File: src/hdl/rspa_pkg.sv
// shared types and constants for the refcounted slot pool allocator
package rspa_pkg;

    localparam int SLOTS          = 8;
    localparam int SLOT_BITS      = 3;
    localparam int FILL_BITS      = 4;
    localparam int MAP_BITS       = 8;
    localparam int COUNT_BITS_DEF = 8;

    typedef enum logic [1:0] {
        MODE_ALLOC   = 2'd0,
        MODE_ADD     = 2'd1,
        MODE_RELEASE = 2'd2,
        MODE_COLLECT = 2'd3
    } t_mode;

    typedef enum logic [2:0] {
        STAT_OK        = 3'd0,
        STAT_EXHAUSTED = 3'd1,
        STAT_NOT_LIVE  = 3'd2,
        STAT_EMPTY     = 3'd3,
        STAT_SATURATED = 3'd4
    } t_status;

    typedef struct packed {
        logic                 push;
        logic                 pop;
        logic [SLOT_BITS-1:0] push_slot;
    } t_queue_ctl;

    typedef struct packed {
        t_status              status;
        logic [SLOT_BITS-1:0] result_slot;
        logic                 reached_zero;
        logic [FILL_BITS-1:0] live_count;
        logic [MAP_BITS-1:0]  used_map;
        logic [FILL_BITS-1:0] pending_count;
    } t_result;

endpackage

File: src/hdl/rspa_queue.sv
// collection fifo of slots whose count dropped to zero
module rspa_queue
    import rspa_pkg::*;
(
    input  logic                 i_clk,
    input  logic                 i_rst_n,
    input  t_queue_ctl           i_ctl,
    output logic [SLOT_BITS-1:0] o_head_slot,
    output logic [FILL_BITS-1:0] o_fill,
    output logic [FILL_BITS-1:0] o_next_fill,
    output logic                 o_full
);

    logic [SLOT_BITS-1:0] r_entry [SLOTS];
    logic [SLOT_BITS-1:0] r_head;
    logic [SLOT_BITS-1:0] r_tail;
    logic [FILL_BITS-1:0] r_fill;
    logic [SLOT_BITS-1:0] n_head;
    logic [SLOT_BITS-1:0] n_tail;
    logic [FILL_BITS-1:0] n_fill;

    always_comb begin
        n_head = r_head;
        n_tail = r_tail;
        if (i_ctl.pop) begin
            n_head = r_head + SLOT_BITS'(1);
        end
        if (i_ctl.push) begin
            n_tail = r_tail + SLOT_BITS'(1);
        end
        n_fill = r_fill + FILL_BITS'(i_ctl.push) - FILL_BITS'(i_ctl.pop);
    end

    assign o_head_slot = r_entry[r_head];
    assign o_fill      = r_fill;
    assign o_next_fill = n_fill;
    assign o_full      = (r_fill == FILL_BITS'(SLOTS));

    always_ff @(posedge i_clk) begin
        if (!i_rst_n) begin
            r_head <= '0;
            r_tail <= '0;
            r_fill <= '0;
        end else begin
            r_head <= n_head;
            r_tail <= n_tail;
            r_fill <= n_fill;
        end
    end

    always_ff @(posedge i_clk) begin
        if (i_ctl.push) begin
            r_entry[r_tail] <= i_ctl.push_slot;
        end
    end

`ifndef SYNTHESIS
    a_fill_bound: assert property (@(posedge i_clk) disable iff (!i_rst_n)
        r_fill <= FILL_BITS'(SLOTS))
        else $error("queue fill above depth");

    a_ptr_track: assert property (@(posedge i_clk) disable iff (!i_rst_n)
        r_tail == SLOT_BITS'(r_head + r_fill[SLOT_BITS-1:0]))
        else $error("queue pointers disagree with fill");
`endif

endmodule

File: src/hdl/rspa_core.sv
// slot marks, reference counts and the per-item update logic
module rspa_core
    import rspa_pkg::*;
#(
    parameter int COUNT_BITS = COUNT_BITS_DEF
)
(
    input  logic                 i_clk,
    input  logic                 i_rst_n,
    input  logic                 i_fire,
    input  t_mode                i_mode,
    input  logic [SLOT_BITS-1:0] i_slot,
    output t_result              o_res
);

    localparam logic [COUNT_BITS-1:0] COUNT_MAX = '1;

    logic [SLOTS-1:0]      r_used;
    logic [SLOTS-1:0]      n_used;
    logic [COUNT_BITS-1:0] r_count [SLOTS];
    logic [COUNT_BITS-1:0] n_count [SLOTS];
    logic [COUNT_BITS-1:0] w_sel_count;
    logic                  w_free_found;
    logic [SLOT_BITS-1:0]  w_free_slot;
    logic [SLOTS-1:0]      w_live_mask;
    t_queue_ctl            w_qctl;
    logic [SLOT_BITS-1:0]  w_head_slot;
    logic [FILL_BITS-1:0]  w_fill;
    logic [FILL_BITS-1:0]  w_next_fill;
    logic                  w_q_full;
    t_result               w_res;

    rspa_queue u_queue (
        .i_clk       (i_clk),
        .i_rst_n     (i_rst_n),
        .i_ctl       (w_qctl),
        .o_head_slot (w_head_slot),
        .o_fill      (w_fill),
        .o_next_fill (w_next_fill),
        .o_full      (w_q_full)
    );

    // lowest free slot
    always_comb begin
        w_free_found = 1'b0;
        w_free_slot  = '0;
        for (int i = SLOTS - 1; i >= 0; i--) begin
            if (!r_used[i]) begin
                w_free_found = 1'b1;
                w_free_slot  = SLOT_BITS'(i);
            end
        end
    end

    always_comb begin
        for (int i = 0; i < SLOTS; i++) begin
            w_live_mask[i] = (r_count[i] != '0);
        end
    end

    assign w_sel_count = r_count[i_slot];

    always_comb begin
        n_used = r_used;
        n_count = r_count;
        w_qctl = '0;
        w_res = '0;
        w_res.status = STAT_OK;
        case (i_mode)
            MODE_ALLOC: begin
                if (w_free_found) begin
                    n_used[w_free_slot]  = 1'b1;
                    n_count[w_free_slot] = COUNT_BITS'(1);
                    w_res.result_slot    = w_free_slot;
                end else begin
                    w_res.status = STAT_EXHAUSTED;
                end
            end
            MODE_ADD: begin
                if (w_sel_count == '0) begin
                    w_res.status = STAT_NOT_LIVE;
                end else if (w_sel_count == COUNT_MAX) begin
                    w_res.status = STAT_SATURATED;
                end else begin
                    n_count[i_slot] = w_sel_count + COUNT_BITS'(1);
                end
            end
            MODE_RELEASE: begin
                if (w_sel_count == '0) begin
                    w_res.status = STAT_NOT_LIVE;
                end else begin
                    n_count[i_slot] = w_sel_count - COUNT_BITS'(1);
                    if (w_sel_count == COUNT_BITS'(1)) begin
                        w_res.reached_zero = 1'b1;
                        w_qctl.push        = i_fire && !w_q_full;
                        w_qctl.push_slot   = i_slot;
                    end
                end
            end
            MODE_COLLECT: begin
                if (w_fill == '0) begin
                    w_res.status = STAT_EMPTY;
                end else begin
                    w_qctl.pop          = i_fire;
                    n_used[w_head_slot] = 1'b0;
                    w_res.result_slot   = w_head_slot;
                end
            end
            default: begin
                w_res.status = STAT_OK;
            end
        endcase
        for (int i = 0; i < SLOTS; i++) begin
            w_res.live_count = w_res.live_count + FILL_BITS'(n_used[i]);
        end
        w_res.used_map      = n_used;
        w_res.pending_count = i_fire ? w_next_fill : w_fill;
    end

    assign o_res = w_res;

    always_ff @(posedge i_clk) begin
        if (!i_rst_n) begin
            r_used <= '0;
            for (int i = 0; i < SLOTS; i++) begin
                r_count[i] <= '0;
            end
        end else if (i_fire) begin
            r_used <= n_used;
            r_count <= n_count;
        end
    end

`ifndef SYNTHESIS
    a_live_is_used: assert property (@(posedge i_clk) disable iff (!i_rst_n)
        (w_live_mask & ~r_used) == '0)
        else $error("slot with references not marked used");

    a_dead_used_queued: assert property (@(posedge i_clk) disable iff (!i_rst_n)
        $countones(r_used & ~w_live_mask) == int'(w_fill))
        else $error("queued slots disagree with dead used slots");
`endif

endmodule

File: src/hdl/refcounted_slot_pool_allocator.sv
// top level of the refcounted slot pool allocator: input and result registers
//
//  channel  direction  handshake                 payload
//  in       to block   i_in_valid / o_in_stall   i_mode, i_slot
//  out      from block o_out_valid / i_out_stall o_status, o_result_slot, o_reached_zero,
//                                                o_live_count, o_used_map, o_pending_count
//
//  one item per cycle while neither side stalls; an accepted item passes the input register
//  and then the result register before its result shows
//  the pool state updates as the item moves from the input register to the result register
//  synchronous active-low reset empties the pool and the collection queue
//  a stalled result holds the input register, which then stalls the input side
module refcounted_slot_pool_allocator
    import rspa_pkg::*;
#(
    parameter int COUNT_BITS = COUNT_BITS_DEF
)
(
    input  logic                 i_clk,
    input  logic                 i_rst_n,
    input  logic                 i_in_valid,
    output logic                 o_in_stall,
    input  logic [1:0]           i_mode,
    input  logic [SLOT_BITS-1:0] i_slot,
    output logic                 o_out_valid,
    input  logic                 i_out_stall,
    output logic [2:0]           o_status,
    output logic [SLOT_BITS-1:0] o_result_slot,
    output logic                 o_reached_zero,
    output logic [FILL_BITS-1:0] o_live_count,
    output logic [MAP_BITS-1:0]  o_used_map,
    output logic [FILL_BITS-1:0] o_pending_count
);

    logic                 r_in_valid;
    t_mode                r_in_mode;
    logic [SLOT_BITS-1:0] r_in_slot;
    logic                 r_out_valid;
    t_result              r_res;
    logic                 w_out_free;
    logic                 w_fire;
    logic                 w_in_free;
    t_result              w_res;

    assign w_out_free = !r_out_valid || !i_out_stall;
    assign w_fire     = r_in_valid && w_out_free;
    assign w_in_free  = !r_in_valid || w_fire;
    assign o_in_stall = !w_in_free;

    rspa_core #(
        .COUNT_BITS (COUNT_BITS)
    ) u_core (
        .i_clk   (i_clk),
        .i_rst_n (i_rst_n),
        .i_fire  (w_fire),
        .i_mode  (r_in_mode),
        .i_slot  (r_in_slot),
        .o_res   (w_res)
    );

    always_ff @(posedge i_clk) begin
        if (!i_rst_n) begin
            r_in_valid  <= 1'b0;
            r_out_valid <= 1'b0;
        end else begin
            if (w_in_free) begin
                r_in_valid <= i_in_valid;
            end
            if (w_out_free) begin
                r_out_valid <= r_in_valid;
            end
        end
    end

    always_ff @(posedge i_clk) begin
        if (i_in_valid && w_in_free) begin
            r_in_mode <= t_mode'(i_mode);
            r_in_slot <= i_slot;
        end
        if (w_fire) begin
            r_res <= w_res;
        end
    end

    assign o_out_valid     = r_out_valid;
    assign o_status        = r_res.status;
    assign o_result_slot   = r_res.result_slot;
    assign o_reached_zero  = r_res.reached_zero;
    assign o_live_count    = r_res.live_count;
    assign o_used_map      = r_res.used_map;
    assign o_pending_count = r_res.pending_count;

`ifndef SYNTHESIS
    a_fire_shows: assert property (@(posedge i_clk) disable iff (!i_rst_n)
        w_fire |=> o_out_valid)
        else $error("processed item did not reach the result register");
`endif

endmodule
File: config.mk
export PLATFORM = sky130hd
export DESIGN_NAME = refcounted_slot_pool_allocator
export DESIGN_NICKNAME = d
export VERILOG_FILES = /design/src/hdl/rspa_pkg.sv /design/src/hdl/rspa_queue.sv /design/src/hdl/rspa_core.sv /design/src/hdl/refcounted_slot_pool_allocator.sv
export SDC_FILE = /design/constraint.sdc
export NUM_CORES = 1
export LEC_CHECK = 0
export ABC_AREA = 1
export BUFFER_PORTS_ARGS = -buffer_cell sky130_fd_sc_hd__buf_2
export CAP_MARGIN = 15
export CORE_UTILIZATION = 40
export CTS_BUF_LIST = sky130_fd_sc_hd__clkbuf_2
export CTS_CLUSTER_DIAMETER = 200
export DETAILED_ROUTE_END_ITERATION = 10
export MAX_ROUTING_LAYER = met4
export SLEW_MARGIN = 20
export SYNTH_ARGS = -nofsm -noshare
export SYNTH_HDL_FRONTEND = slang
export SYNTH_SLANG_ARGS = --single-unit
File: constraint.sdc
create_clock -name i_clk -period 10.51 [get_ports i_clk]
set_input_delay 2.102 -clock i_clk [delete_from_list [all_inputs] [get_ports i_clk]]
set_output_delay 2.102 -clock i_clk [all_outputs]
set_load 0.03 [all_outputs]
## Word level (Yosys, flattened, before mapping)

Memories as Yosys holds them, arrays and structs flattened. A register that Yosys moved wholly into a read port is not among the register bits.
Index checks and enable logic that the tools add are counted.

- Add/subtract/negate cells: 13
- Magnitude comparators: 8
- Equality and inequality tests: 10
- Multiplexer cells: 59
- Bitwise operators: 9
- Reductions and logical operators: 20

Operators by type and width:

| operator | count |
|---|---|
| $mux 64 | 4 |
| $pmux 64 s3 | 1 |
| $bwmux 64 | 2 |
| $and 56x56->56 | 1 |
| $not 56->56 | 1 |
| $mux 3 | 17 |
| $demux 8 s3 | 2 |
| $mux 8 | 6 |
| $add 4x1->4 | 7 |
| $bmux 8 s3 | 1 |
| $mux 1 | 19 |
| $or 8x8->8 | 2 |
| $pmux 8 s2 | 1 |
| $pmux 3 s4 | 1 |
| $add 8x1->8 const B | 1 |
| $and 8x8->8 | 1 |
| $eq 8x1->1 const B | 1 |
| $eq 8x8->1 const B | 1 |
| $ge 4x4->1 const B | 2 |
| $logic_not 8->1 | 1 |
| $lt 3x4->1 const B | 2 |
| $lt 4x1->1 const B | 2 |
| $not 3->4 | 2 |
| $not 8->8 | 1 |
| other kinds (22) | 40 |

- Register bits after elaboration: 112
- Bits in writable memories: 24
- Input bits: 9
- Output and inout port bits: 25
- Word-level logic and storage cells: 142
- Memories kept: 1

Memory list:

| name | depth | bits a word | read ports | clocked after Yosys merged registers in | write ports | line | RTL |
|---|---|---|---|---|---|---|---|
| u_core.u_queue.r_entry | 8 | 3 | 1 | 1 | 1 | rspa_queue.sv:14 | `logic [SLOT_BITS-1:0] r_entry [SLOTS];` |

## Longest topological paths before layout

Gate-level depths: netlist (run 1).

- Word-level depth: 22
- Depth in mapped cells: 22
- Mapped depth without buffers: 21

## By module

Synthesis (run 1) repeated with hierarchy kept, for this count alone.

- Cell total of the unflattened synthesis: 1412
- Area, all modules: 9053.7 um^2

By module, submodules not included:

| module | times used | cells each | area an instance (um^2) | seq. area each (um^2) |
|---|---|---|---|---|
| rspa_core | 1 | 1184 | 6434.9 | 1441.4 |
| rspa_queue | 1 | 187 | 1682.9 | 980.9 |
| refcounted_slot_pool_allocator | 1 | 41 | 935.9 | 880.8 |

## Worst setup path after synthesis (run 1)

OpenSTA, ideal clock, no wires.

- Kind: input-to-output
- Start: input port i_out_stall
- End: output port o_in_stall
- Arrival: 2622 ps
- Data required time: 8408 ps
- Setup slack: 5786 ps
- Cell stages on the path: 2
- Buffers on the path: 0
- Path through: nand2_1 nor2_1

- Cells in the longest elaborated chain, start to end: 5

Ends and longest elaborated chain:

| element | line | RTL |
|---|---|---|
| start: declaration | refcounted_slot_pool_allocator.sv:26 | `input logic i_out_stall,` |
| $logic_not 1->1 | refcounted_slot_pool_allocator.sv:45 | `assign w_out_free = !r_out_valid \|\| !i_out_stall;` |
| $logic_or 1x1->1 | refcounted_slot_pool_allocator.sv:45 |  |
| $logic_and 1x1->1 | refcounted_slot_pool_allocator.sv:46 | `assign w_fire = r_in_valid && w_out_free;` |
| $logic_or 1x1->1 | refcounted_slot_pool_allocator.sv:47 | `assign w_in_free = !r_in_valid \|\| w_fire;` |
| $logic_not 1->1 | refcounted_slot_pool_allocator.sv:48 | `assign o_in_stall = !w_in_free;` |
| end: declaration | refcounted_slot_pool_allocator.sv:22 | `output logic o_in_stall,` |

No other way between the ends.

==> impl_metrics.tcl, run 1 <==
set metrics [dict create \
    status "completed" \
    synth_area_leaders "nand2_1 (22%), dfxtp_1 (20%), edfxtp_1 (18%)" \
    ys.flop_type "dfxtp_1" \
    whs_ps 480 \
    finalCritPeriodShare 0.488 \
    maxSlewViolCount 0 \
    cp.arrival_ps 5710 \
    crit_buf_inv 5 \
    viasPerCell 5.13 \
    core_mm2 0.0218 \
    yosysWarnings 0 \
    hold_path.class "reg -> reg" \
    gp_congestion 0.943 \
    required_ps 11080 \
    cp-start-kind "flop" \
    numCtsBuffers 17 \
    syn_inst 1347 \
    place_ws_ps 5370 \
    synth-xor-area-share 0.00296 \
    cts_htree_levels 4 \
    p_leak_nw 4.03 \
    grt_usage 0.243 \
    dp_hpwl_um 17400 \
    rsz0062_at_grt "false" \
    slowest_stage "clkinv_1" \
    critical_path_depth 13 \
    rows 54 \
    die-area_mm2 0.0228 \
    netlist-cell-type-count 46 \
    drv_cap 0 \
    ios 34 \
    syn-cell-area_mm2 0.00888 \
    n_fill_cell 2312 \
    powerDensity_mw_per_mm2 126 \
    synth_top_family_by_area "simple AND/OR/NAND/NOR gates" \
    r2r-start "r_in_mode[0]$_DFFE_PP_" \
    relSlewSlack 0.310 \
    finalSetupViolations 0 \
    drive_gt1_frac 0.0897 \
    crit_path_cell_trace "inv_1, ha_1, clkinv_1, o21ai_0, inv_1, ha_1, inv_1, fa_1, fa_1, inv_1, fa_1, fa_1, xor2_1" \
    clk_path_buf_depth 2 \
    reg2reg_to "o_live_count[2]$_DFFE_PP_" \
    synth_compound_area_frac 0.120 \
    dr.pass1.iters 5 \
    seq_area_frac_synth 0.372 \
    finalClockSkew_ps 42.2 \
    wl_per_cell_um 15.7 \
    cts.sinks 139 \
    finalCriticalPeriod_ps 5130 \
    hold_violations 0 \
    vias 8415 \
    grt_max_degree 53 \
    cts-root-buf "clkbuf_2" \
    crit_family "adder cells" \
    postCtsHoldBufs 0 \
    numPortBuffers 33 \
    peakVddDrop_mv 0.0682 \
    worstSetupPathType "reg -> reg" \
    synthArstFlopShare 0 \
    whs_endpoint "u_core.r_count[26]$_SDFFE_PN0P_" \
    syn_avg_cell_area_um2 6.60 \
    die-height_um 151 \
    cp_max_fo 28 \
    synth-simple-area-share 0.369 \
    clk_latency_ps 800 \
    post-route-util 0.432 \
    cts_setup_buffers 0 \
    grt_pass1_wl_um 40700 \
    fp.dieW_um 151 \
    min_path_cells 2 \
    synth_fp_nets 1380 \
    antenna_found_initial 1 \
    grt_pass1_vias 7221 \
    max_stage_delay_ps 760 \
    yosys.area_share.adder 0.0380 \
    fmax_ghz 0.195 \
    grt_overflow 0 \
    cts_resized 0 \
    path_clk_slew_ps 260 \
    dr.first_iter.drc_count 811 \
    area_growth_pct 6.17 \
    yosysTopAreaCell "nand2_1" \
    ant_nets 0 \
    drt-total-wl_um 25800 \
    critPathCaptureType "flop" \
    synth_top_area_share 0.216 \
    worstHoldStart "u_core.r_count[26]$_SDFFE_PN0P_" \
    remaining_drc_errors 0 \
    fin_setup_tns_ps 0 \
    tightest_slew_ps 1030 \
    rrSetupSlack_ps 5380 \
    final_net_count 1380 \
    synth_mux_area_frac 0 \
    synth_edf_count 52 \
    r2r_cells 13 \
    ys_seq_elements 139 \
    start_util 0.407 \
    worst_slack_ps 5380 \
    cts_tree "yes" \
]
## placed cells by master, fill, tap and decap left out, types with 6 or more instances in the layout
cell,count
clkbuf_2,17
inv_2,6
nor2_4,6
nand2_1,511
o221ai_1,8
a21oi_1,94
nand2_2,8
edfxtp_1,52
clkinv_8,7
nor3_1,12
nor2_2,6
ha_1,19
o21ai_0,70
nand3_1,128
nand3_2,8
dfxtp_1,87
o21ai_2,7
inv_1,140
buf_4,6
buf_2,33
nor2_1,88
## layout make-up
type / count / area (um2) / share of cell area
clock inverter: 15 / 196 / 0.0208
antenna: 1 / 2.50 / 0.000265
timing repair buffer: 39 / 210 / 0.0223
multi-input combinational: 1000 / 4710 / 0.500
clock buffer: 17 / 85.1 / 0.00902
inverter: 150 / 571 / 0.0605
tap: 280 / 350 / 0.0371
sequential: 139 / 3300 / 0.350
## Yosys cell counts (6+ instances only)
| cell | count |
|---|---|
| nand2_1 | 511 |
| inv_1 | 141 |
| nand3_1 | 128 |
| a21oi_1 | 94 |
| nor2_1 | 90 |
| dfxtp_1 | 87 |
| o21ai_0 | 70 |
| edfxtp_1 | 52 |
| clkbuf_1 | 35 |
| ha_1 | 19 |
| nor3_1 | 12 |
| buf_6 | 8 |
| nand2_2 | 8 |
| nand3_2 | 8 |
| o221ai_1 | 8 |
| o21ai_2 | 7 |
| buf_4 | 6 |
## sequential cells by signal, indices dropped and copies added (netlist names), named ones only
name                    cells
o_status                    3
o_pending_count             4
r_in_valid                  1
o_used_map                  8
o_live_count                4
u_core.r_used               8
o_out_valid                 1
r_in_slot                   3
u_core.r_count             64
o_reached_zero              1
u_core.u_queue.r_head       3
o_result_slot               3
r_in_mode                   2
u_core.u_queue.r_tail       3
u_core.u_queue.o_fill       4
u_core.u_queue.r_entry     24
## metrics by stage
step | instances | cell area [um2] | total power [W]
after floorplan | 1347 | 8880 | 0.000774
after global placement | 1608 | 9150 | 0.000841
after detailed placement | 1608 | 9150 | 0.000841
after CTS | 1640 | 9430 | 0.00119
after global routing | 1641 | 9430 | 0.00125
final | 1641 | 9430 | 0.00119
## kinds of logic after synthesis
| kind of cell | after synthesis |
|---|---|
| xor+xnor | 3 |
| simple gates | 779 |
| flops | 139 |
| fa+ha+maj | 24 |
| buf+inv | 208 |
| compound gates | 194 |
## power by group
group | internal (W) | total (W) | switching, W | leakage [nW]
clock | 0.0000859 | 0.000353 | 0.000267 | 0.161
sequential | 0.000576 | 0.000586 | 0.0000103 | 1.20
combinational | 0.0000643 | 0.000247 | 0.000182 | 2.67
total | 0.000726 | 0.00119 | 0.000460 | 4.03
## routing by layer
metal / share of wire / routed length, um / global-route usage / vias to the layer above
met5: 0 / 0 / - / -
met4: 0.021 / 543 / 0.0790 / 0
met3: 0.061 / 1560 / 0.0383 / 42
met1: 0.48 / 12400 / 0.336 / 3787
met2: 0.44 / 11400 / 0.360 / 263
li1: - / - / - / 4323
## worst reg2reg max path: cells and delay by family, from the launching register on
kind | cells | cell delay, ps
fa+ha+maj | 6 | 2740
buf+inv | 5 | 1080
compound gates | 1 | 480
flops | 1 | 470
xor+xnor | 1 | 180
## worst max-delay path by stage
| stage | to | startpoint | slack [ps] |
|---|---|---|---|
| after floorplan | o_in_stall | i_out_stall | 5790 |
| after global placement | o_live_count[2]$_DFFE_PP_ | r_in_mode[0]$_DFFE_PP_ | 5480 |
| after detailed placement | o_live_count[2]$_DFFE_PP_ | r_in_mode[1]$_DFFE_PP_ | 5370 |
| after CTS | o_live_count[2]$_DFFE_PP_ | r_in_mode[1]$_DFFE_PP_ | 5350 |
| after global routing | o_live_count[2]$_DFFE_PP_ | r_in_mode[1]$_DFFE_PP_ | 4970 |
| final | o_live_count[2]$_DFFE_PP_ | r_in_mode[0]$_DFFE_PP_ | 5380 |
Note: power is estimated with default switching activity, not from simulation.
==> inputs of run 2 (changes only) <==
==> constraint.sdc (replaced) <==
create_clock -name i_clk -period 4.9 [get_ports i_clk]
set_input_delay 0.98 -clock i_clk [delete_from_list [all_inputs] [get_ports i_clk]]
set_output_delay 0.98 -clock i_clk [all_outputs]
set_load 0.03 [all_outputs]
==> impl_metrics.tcl, run 2 (synthesis results as in run 1) <==
set metrics [dict create \
    numPortBuffers 33 \
    top_regs "u_core.r_count: 64 flops, u_core.u_queue.r_entry: 24 flops" \
    finalCriticalPeriod_ps 4430 \
    grt_max_degree 53 \
    start_util 0.407 \
    finalPower_w 0.00257 \
    whs_ps 390 \
    finalSetupViolations 0 \
    vias 8509 \
    fmax_ghz 0.226 \
    cpMostUsedCell "inv_1" \
    path_clk_slew_ps 260 \
    crit_family "adder cells" \
    peakVddDrop_mv 0.115 \
    cp-start-kind "flop" \
    cts_tree "yes" \
    area_growth_pct 6.83 \
    viasPerCell 5.16 \
    hold_violations 0 \
    final_common_cell "nand2_1" \
    wl_per_cell_um 16.1 \
    cp.arrival_ps 4990 \
    fp.dieW_um 151 \
    final_net_count 1389 \
    grt_overflow 0 \
    p_leak_nw 4.08 \
    crit_path_cell_trace "inv_1, nand2_1, nand2_1, nand2_1, nand2_1, inv_1, o21ai_0, inv_1, nand2_1, nor2_1, o22ai_1, o21ai_0, inv_1, ha_1, inv_1, fa_1, fa_1, inv_1, fa_1, fa_1, xor2_1" \
    drv_cap 0 \
    wl_met2_um 11500 \
    finalClockSkew_ps 46.5 \
    finalCritPeriodShare 0.904 \
    cts_resized 0 \
    grt_usage 0.247 \
    wl_met1_um 12700 \
    rows 54 \
    place_ws_ps 540 \
    dr.first_iter.drc_count 882 \
    drt-total-wl_um 26600 \
    crit_buf_inv 6 \
    cts_setup_buffers 0 \
    antenna_found_initial 1 \
    clk_path_buf_depth 2 \
    critPathCaptureType "flop" \
    worstSetupPathType "reg -> reg" \
    cts.sinks 139 \
    clk_latency_ps 770 \
    cts-root-buf "clkbuf_2" \
    cp_max_fo 12 \
    dp_hpwl_um 17800 \
    ios 34 \
    dp.cells 1617 \
    hold_path.class "in -> reg" \
    tightest_slew_ps 1040 \
    worst_slack_ps 470 \
    largest_reg_flops 64 \
    relSlewSlack 0.308 \
    drive_gt1_frac 0.0942 \
    grt_pass1_vias 7343 \
    maxSlewViolCount 0 \
    top_layer "met4" \
    rsz0062_at_grt "false" \
    fin_setup_tns_ps 0 \
    ant_nets 0 \
    powerDensity_mw_per_mm2 271 \
    postCtsHoldBufs 0 \
    cts_htree_levels 4 \
    wl_met3_um 1860 \
    required_ps 5460 \
    die-height_um 151 \
    max_stage_delay_ps 500 \
    slowest_stage "fa_1" \
    core_mm2 0.0218 \
    status "completed" \
    dr.pass1.iters 7 \
    grt_pass1_wl_um 41100 \
    final_cell_mix "nand2_1 (511), inv_1 (140), nand3_1 (128)" \
    largest-register "u_core.r_count" \
    stdcell_count 1650 \
    remaining_drc_errors 0 \
    numCtsBuffers 17 \
    die-area_mm2 0.0228 \
    gp_congestion 0.917 \
]
==> run 2: cell types whose count changed in the layout (fill, tap and decap cells not counted), sizes merged <==
cell    delta
buf        +9
clkinv     -5
inv        +4
bufinv     +1
==> run 2: final timing paths <==
| path | startpoint | endpoint | slack, ps | depth (start not counted) |
|---|---|---|---|---|
| worst max-delay path | flop | o_live_count[2]$_DFFE_PP_ | 470 | 21 |
| worst min-delay path | i_mode[0] | r_in_mode[0]$_DFFE_PP_ | 390 | 1 |
| worst max register to register | flop | o_live_count[2]$_DFFE_PP_ | 470 | 21 |
| worst min register to register | u_core.r_count[4]$_SDFFE_PN0P_ | u_core.r_count[4]$_SDFFE_PN0P_ | 480 | 2 |
==> run 2: per-layer routing <==
layer	GRT usage	up-vias
li1	-	4338
met1	0.349	3811
met2	0.355	322
met3	0.0455	38
met4	0.0780	0
met5	-	-
==> run 2: power breakdown <==
| part | switching, W | leakage, nW | total (W) | internal (W) |
|---|---|---|---|---|
| clock network | 0.000544 | 0.158 | 0.000764 | 0.000220 |
| registers | 0.0000224 | 1.20 | 0.00126 | 0.00123 |
| logic | 0.000404 | 2.72 | 0.000550 | 0.000146 |
==> run 2: worst reg2reg max path: stages (launching register included) <==
cell and delay, ps:
dfxtp_1 380, inv_1 240, nand2_1 90, nand2_1 70, nand2_1 40, nand2_1 70
inv_1 30, o21ai_0 470, inv_1 120, nand2_1 110, nor2_1 50, o22ai_1 110
o21ai_0 140, inv_1 100, ha_1 230, inv_1 70, fa_1 420, fa_1 500
inv_1 50, fa_1 390, fa_1 390, xor2_1 170
==> run 2: final cells by class <==
class,instances,area [um2]
inverters,150,571
multi-input cells,1000,4710
well taps,280,350
repair buffers,48,290
clock inverters,15,178
clock buffers,17,85.1
flip-flops and latches,139,3300
fillers,2337,12300
diodes,1,2.50
==> run 2: stage by stage <==
stage | utilization | area, um2
finish | 0.435 | 9490
CTS | 0.435 | 9490
floorplan | - | 8880
detailed placement | 0.423 | 9230
global placement | 0.423 | 9230
global route | 0.435 | 9490
